[src/hw/rtl/umean_pkg.sv]
// Shared types and constants for the unsigned 16-bit mean block.
package umean_pkg;

   // Largest number of samples counted in one set
   localparam logic [15:0] MAX_ELEMENTS = 16'd65535;

   // Divider: one quotient bit per step, quotient fits 16 bits
   localparam int DIV_STEPS = 16;
   localparam int STEP_W    = $clog2(DIV_STEPS);

   // Input word
   typedef struct packed {
      logic [15:0] sample;
      logic        last;
      logic        empty_set;
   } umean_req_type;

   // Result word
   typedef struct packed {
      logic [15:0] mean;
      logic        overflow;
   } umean_rsp_type;

   // Controller to datapath commands
   typedef struct packed {
      logic acc_en;       // add the input sample to the running set
      logic clear;        // drop the set (empty-set word)
      logic div_load;     // load divider from the finished set
      logic div_step;     // one restoring division step
      logic out_load_div; // result register takes the quotient
      logic out_load_zero;// result register takes the empty-set result
   } umean_cmd_type;

   // Datapath to controller status
   typedef struct packed {
      logic out_free;     // result register can take a word this cycle
      logic item_last;
      logic item_empty;
   } umean_sts_type;

endpackage

[src/hw/rtl/umean_ctrl.sv]
// Controller state machine for the unsigned 16-bit mean block.
module umean_ctrl (
   input  logic                    clock,
   input  logic                    reset,
   input  logic                    req_valid,
   output logic                    req_stall,
   output umean_pkg::umean_cmd_type cmd,
   input  umean_pkg::umean_sts_type sts
);
   import umean_pkg::*;

   localparam logic [1:0] ST_ACC  = 2'd0;
   localparam logic [1:0] ST_DIV  = 2'd1;
   localparam logic [1:0] ST_DONE = 2'd2;

   logic [1:0]        state_ff, state_in;
   logic [STEP_W-1:0] step_cnt_ff, step_cnt_in;
   logic              accept;

   // Input words are taken only while accumulating and the result side can drain
   assign req_stall = (state_ff != ST_ACC) || !sts.out_free;
   assign accept    = req_valid && !req_stall;

   // Next state and commands
   always_comb begin
      state_in    = state_ff;
      step_cnt_in = step_cnt_ff;
      cmd         = '0;
      case (state_ff)
         ST_ACC: begin
            if (accept) begin
               if (sts.item_empty) begin
                  cmd.clear         = 1'b1;
                  cmd.out_load_zero = 1'b1;
               end else begin
                  cmd.acc_en = 1'b1;
                  if (sts.item_last) begin
                     cmd.div_load = 1'b1;
                     step_cnt_in  = '0;
                     state_in     = ST_DIV;
                  end
               end
            end
         end
         ST_DIV: begin
            cmd.div_step = 1'b1;
            step_cnt_in  = step_cnt_ff + 1'b1;
            if (step_cnt_ff == STEP_W'(DIV_STEPS - 1)) begin
               state_in = ST_DONE;
            end
         end
         ST_DONE: begin
            if (sts.out_free) begin
               cmd.out_load_div = 1'b1;
               state_in         = ST_ACC;
            end
         end
         default: begin
            state_in = ST_ACC;
         end
      endcase
   end

   // State registers
   always_ff @(posedge clock) begin
      if (reset) begin
         state_ff    <= ST_ACC;
         step_cnt_ff <= '0;
      end else begin
         state_ff    <= state_in;
         step_cnt_ff <= step_cnt_in;
      end
   end

`ifndef NO_ASSERTIONS
   // Result register is only loaded when it can take a word
   a_load_free: assert property (@(posedge clock) disable iff (reset)
      (cmd.out_load_div || cmd.out_load_zero) |-> sts.out_free)
      else $error("result loaded while result register blocked");

   // A division run starts only from a loaded divider
   a_div_start: assert property (@(posedge clock) disable iff (reset)
      (state_ff == ST_DIV && step_cnt_ff == '0) |-> $past(cmd.div_load))
      else $error("division started without a load");

   // The controller reaches the done state right after the last step
   a_div_end: assert property (@(posedge clock) disable iff (reset)
      (cmd.div_step && step_cnt_ff == STEP_W'(DIV_STEPS - 1)) |=> state_ff == ST_DONE)
      else $error("division did not finish after its last step");
`endif

endmodule

[src/hw/rtl/umean_dp.sv]
// Datapath for the unsigned 16-bit mean block: accumulator, divider, result register.
module umean_dp (
   input  logic                     clock,
   input  logic                     reset,
   input  umean_pkg::umean_req_type req_data,
   input  logic                     rsp_stall,
   output logic                     rsp_valid,
   output umean_pkg::umean_rsp_type rsp_data,
   input  umean_pkg::umean_cmd_type cmd,
   output umean_pkg::umean_sts_type sts
);
   import umean_pkg::*;

   logic [31:0]   sum_ff, sum_in;
   logic [15:0]   count_ff, count_in;
   logic          ovf_ff, ovf_in;
   logic [31:0]   sum_nx;
   logic [15:0]   count_nx;
   logic          ovf_nx;
   logic          sat;

   logic [15:0]   rem_ff, rem_in;
   logic [15:0]   shreg_ff, shreg_in;
   logic [15:0]   dvsr_ff, dvsr_in;
   logic          div_ovf_ff, div_ovf_in;
   logic [16:0]   trial;
   logic [16:0]   diff;
   logic          ge;

   logic          rsp_valid_ff, rsp_valid_in;
   umean_rsp_type rsp_data_ff, rsp_data_in;

   // Status back to the controller
   assign sts.out_free   = !rsp_valid_ff || !rsp_stall;
   assign sts.item_last  = req_data.last;
   assign sts.item_empty = req_data.empty_set;

   // Running set with saturating count
   assign sat      = (count_ff >= MAX_ELEMENTS);
   assign sum_nx   = sat ? sum_ff : sum_ff + {16'd0, req_data.sample};
   assign count_nx = sat ? count_ff : count_ff + 16'd1;
   assign ovf_nx   = ovf_ff | sat;

   always_comb begin
      sum_in   = sum_ff;
      count_in = count_ff;
      ovf_in   = ovf_ff;
      if (cmd.clear || cmd.div_load) begin
         sum_in   = '0;
         count_in = '0;
         ovf_in   = 1'b0;
      end else if (cmd.acc_en) begin
         sum_in   = sum_nx;
         count_in = count_nx;
         ovf_in   = ovf_nx;
      end
   end

   // Restoring divider: high half of the sum is below the count, so 16 steps
   assign trial = {rem_ff, shreg_ff[15]};
   assign diff  = trial - {1'b0, dvsr_ff};
   assign ge    = (trial >= {1'b0, dvsr_ff});

   always_comb begin
      rem_in     = rem_ff;
      shreg_in   = shreg_ff;
      dvsr_in    = dvsr_ff;
      div_ovf_in = div_ovf_ff;
      if (cmd.div_load) begin
         rem_in     = sum_nx[31:16];
         shreg_in   = sum_nx[15:0];
         dvsr_in    = count_nx;
         div_ovf_in = ovf_nx;
      end else if (cmd.div_step) begin
         rem_in   = ge ? diff[15:0] : trial[15:0];
         shreg_in = {shreg_ff[14:0], ge};
      end
   end

   // Result register
   always_comb begin
      rsp_valid_in = rsp_valid_ff;
      rsp_data_in  = rsp_data_ff;
      if (cmd.out_load_zero) begin
         rsp_valid_in         = 1'b1;
         rsp_data_in.mean     = '0;
         rsp_data_in.overflow = 1'b0;
      end else if (cmd.out_load_div) begin
         rsp_valid_in         = 1'b1;
         rsp_data_in.mean     = shreg_ff;
         rsp_data_in.overflow = div_ovf_ff;
      end else if (!rsp_stall) begin
         rsp_valid_in = 1'b0;
      end
   end

   assign rsp_valid = rsp_valid_ff;
   assign rsp_data  = rsp_data_ff;

   // Control and set state
   always_ff @(posedge clock) begin
      if (reset) begin
         sum_ff       <= '0;
         count_ff     <= '0;
         ovf_ff       <= 1'b0;
         rsp_valid_ff <= 1'b0;
      end else begin
         sum_ff       <= sum_in;
         count_ff     <= count_in;
         ovf_ff       <= ovf_in;
         rsp_valid_ff <= rsp_valid_in;
      end
   end

   // Payload registers
   always_ff @(posedge clock) begin
      rem_ff      <= rem_in;
      shreg_ff    <= shreg_in;
      dvsr_ff     <= dvsr_in;
      div_ovf_ff  <= div_ovf_in;
      rsp_data_ff <= rsp_data_in;
   end

`ifndef NO_ASSERTIONS
   // Partial remainder stays below the divisor, so the quotient fits 16 bits
   a_rem_range: assert property (@(posedge clock) disable iff (reset)
      cmd.div_step |-> (rem_ff < dvsr_ff))
      else $error("divider remainder out of range");

   // Overflow only ever goes with a saturated count
   a_ovf_sat: assert property (@(posedge clock) disable iff (reset)
      ovf_ff |-> (count_ff == MAX_ELEMENTS))
      else $error("overflow flag without saturated count");

   // The set is empty again after a last or empty-set word
   a_set_clear: assert property (@(posedge clock) disable iff (reset)
      (cmd.div_load || cmd.clear) |=> (sum_ff == '0 && count_ff == '0 && !ovf_ff))
      else $error("set state not cleared at end of set");
`endif

endmodule

[src/hw/rtl/unsigned_mean_u16.sv]
// An empty-set word sets the result as it is taken; a last word sets it after the division.
// Throughput: one sample word per cycle while a set is accumulated and the result register is
// free; after a last word the input stalls while the restoring divider makes one quotient bit
// per cycle. The result sits in an output register, so a waiting result blocks only new words.
// Reset (synchronous, active high) clears the running sum, count, overflow flag and result valid.
module unsigned_mean_u16 (
   input  logic                     clock,
   input  logic                     reset,
   input  logic                     req_valid,
   output logic                     req_stall,
   input  umean_pkg::umean_req_type req_data,
   output logic                     rsp_valid,
   input  logic                     rsp_stall,
   output umean_pkg::umean_rsp_type rsp_data
);
   import umean_pkg::*;

   umean_cmd_type cmd;
   umean_sts_type sts;

   // Sequencing
   umean_ctrl u_ctrl (
      .clock     (clock),
      .reset     (reset),
      .req_valid (req_valid),
      .req_stall (req_stall),
      .cmd       (cmd),
      .sts       (sts)
   );

   // Accumulator, divider and result register
   umean_dp u_dp (
      .clock     (clock),
      .reset     (reset),
      .req_data  (req_data),
      .rsp_stall (rsp_stall),
      .rsp_valid (rsp_valid),
      .rsp_data  (rsp_data),
      .cmd       (cmd),
      .sts       (sts)
   );

endmodule

[config.mk]
export PLATFORM = sky130hd
export DESIGN_NAME = unsigned_mean_u16
export DESIGN_NICKNAME = d
export VERILOG_FILES = /design/src/hw/rtl/umean_pkg.sv /design/src/hw/rtl/umean_ctrl.sv /design/src/hw/rtl/umean_dp.sv /design/src/hw/rtl/unsigned_mean_u16.sv
export SDC_FILE = /design/constraint.sdc
export NUM_CORES = 1
export LEC_CHECK = 0
export BUFFER_PORTS_ARGS = -buffer_cell sky130_fd_sc_hd__buf_2
export CAP_MARGIN = 10
export CORE_MARGIN = 2
export CORE_UTILIZATION = 31
export CTS_BUF_LIST = sky130_fd_sc_hd__clkbuf_8
export DETAILED_ROUTE_END_ITERATION = 7
export PLACE_DENSITY = 0.53
export SLEW_MARGIN = 5
export SYNTH_ARGS = -nofsm -noshare
export SYNTH_HDL_FRONTEND = slang
export SYNTH_SLANG_ARGS = --single-unit
export TNS_END_PERCENT = 100
[constraint.sdc]
create_clock -name clock -period 3.9 [get_ports clock]
set_input_delay 0.78 -clock clock [delete_from_list [all_inputs] [get_ports clock]]
set_output_delay 0.78 -clock clock [all_outputs]
set_load 0.005 [all_outputs]
==> flow_metrics.py <==
metrics = {
    "finish": {
        "antenna_cells": 0,
        "area_growth_pct": 12.9,
        "final_cell_mix": "nand2_1 (114), nor2_1 (84), a21oi_1 (79)",
        "fin_nets": 917,
        "final_common_cell": "nand2_1",
        "drive_above_1_share_pct": 12.2,
    },
    "floorplanning": {
        "num_rows": 55,
        "dieArea_um2": 24300,
        "die_y_um": 156,
        "initial_core_util_pct": 31.5,
        "fp.dieW_um": 156,
        "ios": 41,
        "core_um2": 22600,
    },
    "global_routing": {
        "grt_pass1_wl_um": 29300,
        "grt_max_degree": 54,
        "antenna_found_initial": 0,
        "grt_use_total_pct": 15.3,
        "overflow": 0,
        "grt_pass1_vias": 5674,
    },
    "detailed_routing": {
        "dr.pass1.iters": 4,
        "drtAntennaViolNets": 0,
        "wirelength_um": 17800,
        "wire_per_inst_um": 15.4,
        "vias": 5747,
        "drt_iter0_drc": 292,
        "drc": 0,
        "avgViaCountPerCell": 4.97,
    },
    "worst_hold_path": {
        "hp-start": "u_dp.rsp_data[13]",
        "worstHoldEndpoint": "u_dp.rsp_data[13]",
        "hold_class": "flop to flop",
        "whs_path_depth": 2,
    },
    "worst_setup_path": {
        "cpPeakStageDelay_ns": 0.41,
        "crit_chain": "ha_1 > nand3_2 > or3_4 > nor4_1 > or4_1 > o32ai_4 > buf_4 > a221oi_1 > a21oi_1",
        "crit_arrival_ns": 3.33,
        "timing.rr.end": "u_dp.rem_ff[13]",
        "critPathMaxFanout": 19,
        "startpoint": "u_dp.rem_ff[6]",
        "critPathCaptureType": "flop",
        "r2r_start": "u_dp.rem_ff[6]",
        "rr_worst_depth": 9,
        "cpLargestDelayFamily": "simple AND/OR/NAND/NOR gates",
        "worst-path-buf-inv": 1,
        "worst_ep_required_time_ns": 4.08,
        "r2r_slack_ns": 0.76,
        "startpoint_type": "flop",
        "path_class": "flop to flop",
        "crit_slowest_cell": "ha_1",
    },
    "clock_network": {
        "cts.clk_slew.worst_paths_ns": 0.08,
        "cts_buffer_depth": 2,
        "root_buffer": "clkbuf_8",
        "cts_resized": 0,
        "postCtsSetupRepairBufs": 0,
        "ctsHoldBuffers": 0,
        "cts-htree-levels": 4,
        "tritoncts": "done",
        "numCtsBuffers": 17,
        "cts_sinks": 122,
        "worstSkewPairLatency_ns": 0.46,
    },
    "synth": {
        "yosysTopAreaCellShare_pct": 20.6,
        "synthCells": 823,
        "yosysSeqAreaShare_pct": 41.1,
        "synth.cell_area_um2": 7140,
        "synth_area_leaders": "edfxtp_1 (21%), dfxtp_1 (20%), nand2_1 (6.0%), ha_1 (6.0%), xnor2_1 (5.6%)",
        "async_flop_share_pct": 0,
        "syn_nets": 881,
        "synth_edf_count": 49,
        "yosys_warnings": 0,
        "syn_area_per_cell_um2": 8.67,
        "ys.flop_type": "dfxtp_1",
        "synth_cell_types": 63,
        "yosys.area.top_type": "edfxtp_1",
        "ys_ff_latch": 122,
    },
    "timing": {
        "layout_setup_ws_ns": 0.755,
        "fin_crit_sh_pct": 80.6,
        "setup_tns_ns": 0,
        "hold_viol_final": 0,
        "slew_headroom_pct": 51.2,
        "fin_skew_ns": 0.0149,
        "rsz0062_at_grt": "false",
        "max_freq_ghz": 0.318,
        "setup_viol": 0,
        "finalCriticalPeriod_ns": 3.14,
        "tightest_slew_ns": 0.732,
        "final-max-slew-violation-count": 0,
    },
    "pwr": {
        "p_clk_share_pct": 37.9,
        "power_uw": 3090,
        "intPower_uw": 2170,
        "ir_worst_vdd_uv": 215,
        "p_switching_uw": 924,
        "power_density_nw_per_um2": 383,
        "p_leak_uw": 0.00300,
        "p_comb_share_pct": 16.3,
        "swShare_pct": 29.9,
        "seq_power_share_pct": 45.8,
    },
    "placed_design": {
        "hpwl_um": 12700,
        "port_buffers": 40,
        "place_ws_ns": 0.405,
        "gp_congestion": 0.813,
    },
    "outcome": {
        "status": "finished, final reports clean",
    },
    "run": {
        "drv_cap": 0,
    },
}
-- metal layers --
metal  wire (µm)  global-route usage, %  vias to the layer above  share of wire, %
li1            -                      -                     2993                 -
met1        9010                   20.7                     2671                51
met3         585                   3.00                       12               3.3
met2        8010                   24.8                       71                45
met4         231                   4.72                        0               1.3
met5           0                      0                        -                 0
-- power by group through the flow --
stage          clock, µW  sequential, µW  combinational [µW]
2_1_floorplan          0            1430                 381
3_3_place_gp           0            1440                 502
3_5_place_dp           0            1450                 504
4_1_cts             1200            1420                 508
5_1_grt             1250            1420                 570
6_report            1170            1420                 504
-- registers in the layout, indices dropped and copies added, names as in the netlist --
signal	count
u_dp.div_ovf_ff	1
u_dp.count_ff	16
u_dp.ovf_ff	1
u_dp.rsp_data	17
u_ctrl.step_cnt_ff	4
u_dp.sum_ff	32
u_dp.rsp_valid	1
u_dp.dvsr_ff	16
u_dp.rem_ff	16
u_ctrl.state_ff	2
u_dp.shreg_ff	16
-- area by class of cell --
cell class              instances  area, µm²
clock buffers                  17        234
multi-input cells             636       3940
well taps                     285        357
inverters                      26       97.6
clock inverters                15        169
flip-flops and latches        122       2930
repair buffers                 56        333
fillers                      2327      14600
-- cells by family (layout without fill, tap and decap cells) --
family | count (synthesis) | count (layout) | synth area share, %
flops | 122 | 122 | 41.1
xor+xnor | 71 | 71 | 8.71
compound gates | 187 | 187 | 16.8
simple gates | 330 | 330 | 21.2
mux | 12 | 12 | 1.74
fa+ha+maj | 36 | 36 | 6.52
buf+inv | 65 | 114 | 4.00
-- cell usage after synthesis, drive strengths merged (3+ instances only) --
master	number
nor3	39
and4	3
o31ai	3
ha	34
and3	14
nand3	28
inv	26
clkbuf	19
nor4	6
or2	3
nand4	6
xor2	25
o21a	12
edfxtp	49
nand2	115
o211ai	4
a31oi	9
a211oi	13
a21oi	80
nand2b	8
o221ai	3
nor2b	8
dfxtp	73
a21o	5
mux2i	9
a21boi	6
a311oi	3
or3	12
buf	20
nor2	84
mux2	3
o21ai	33
xnor2	46
-- tightest hold or removal path: cells and delay by family, from the launching register on --
| family | cells | cell delay, ns |
|---|---|---|
| AND/OR/NAND/NOR | 1 | 0.05 |
| flip-flops | 1 | 0.32 |
| AO/OA/AOI/OAI | 1 | 0.05 |
-- worst max path at each step --
stage	endpoint	slack [ns]	depth (start not counted)
floorplan	u_dp.rem_ff[10]	0.65	11
global placement	u_dp.rem_ff[12]	0.49	13
detailed placement	u_dp.rem_ff[12]	0.40	13
CTS	u_dp.rem_ff[13]	0.75	9
global route	u_dp.rem_ff[10]	0.53	10
finish	u_dp.rem_ff[13]	0.76	9
-- per-stage QoR --
step	hold WS (ns)	cells	instance area, µm²	util (%)
after global routing	0.489	1157	8060	35.6
after global placement	0.444	1125	7660	33.8
after floorplan	0.428	823	7140	-
after CTS	0.460	1157	8060	35.6
after detailed placement	0.449	1125	7660	33.8
final	0.457	1157	8060	35.6
Note: power is estimated with default switching activity, not from simulation.
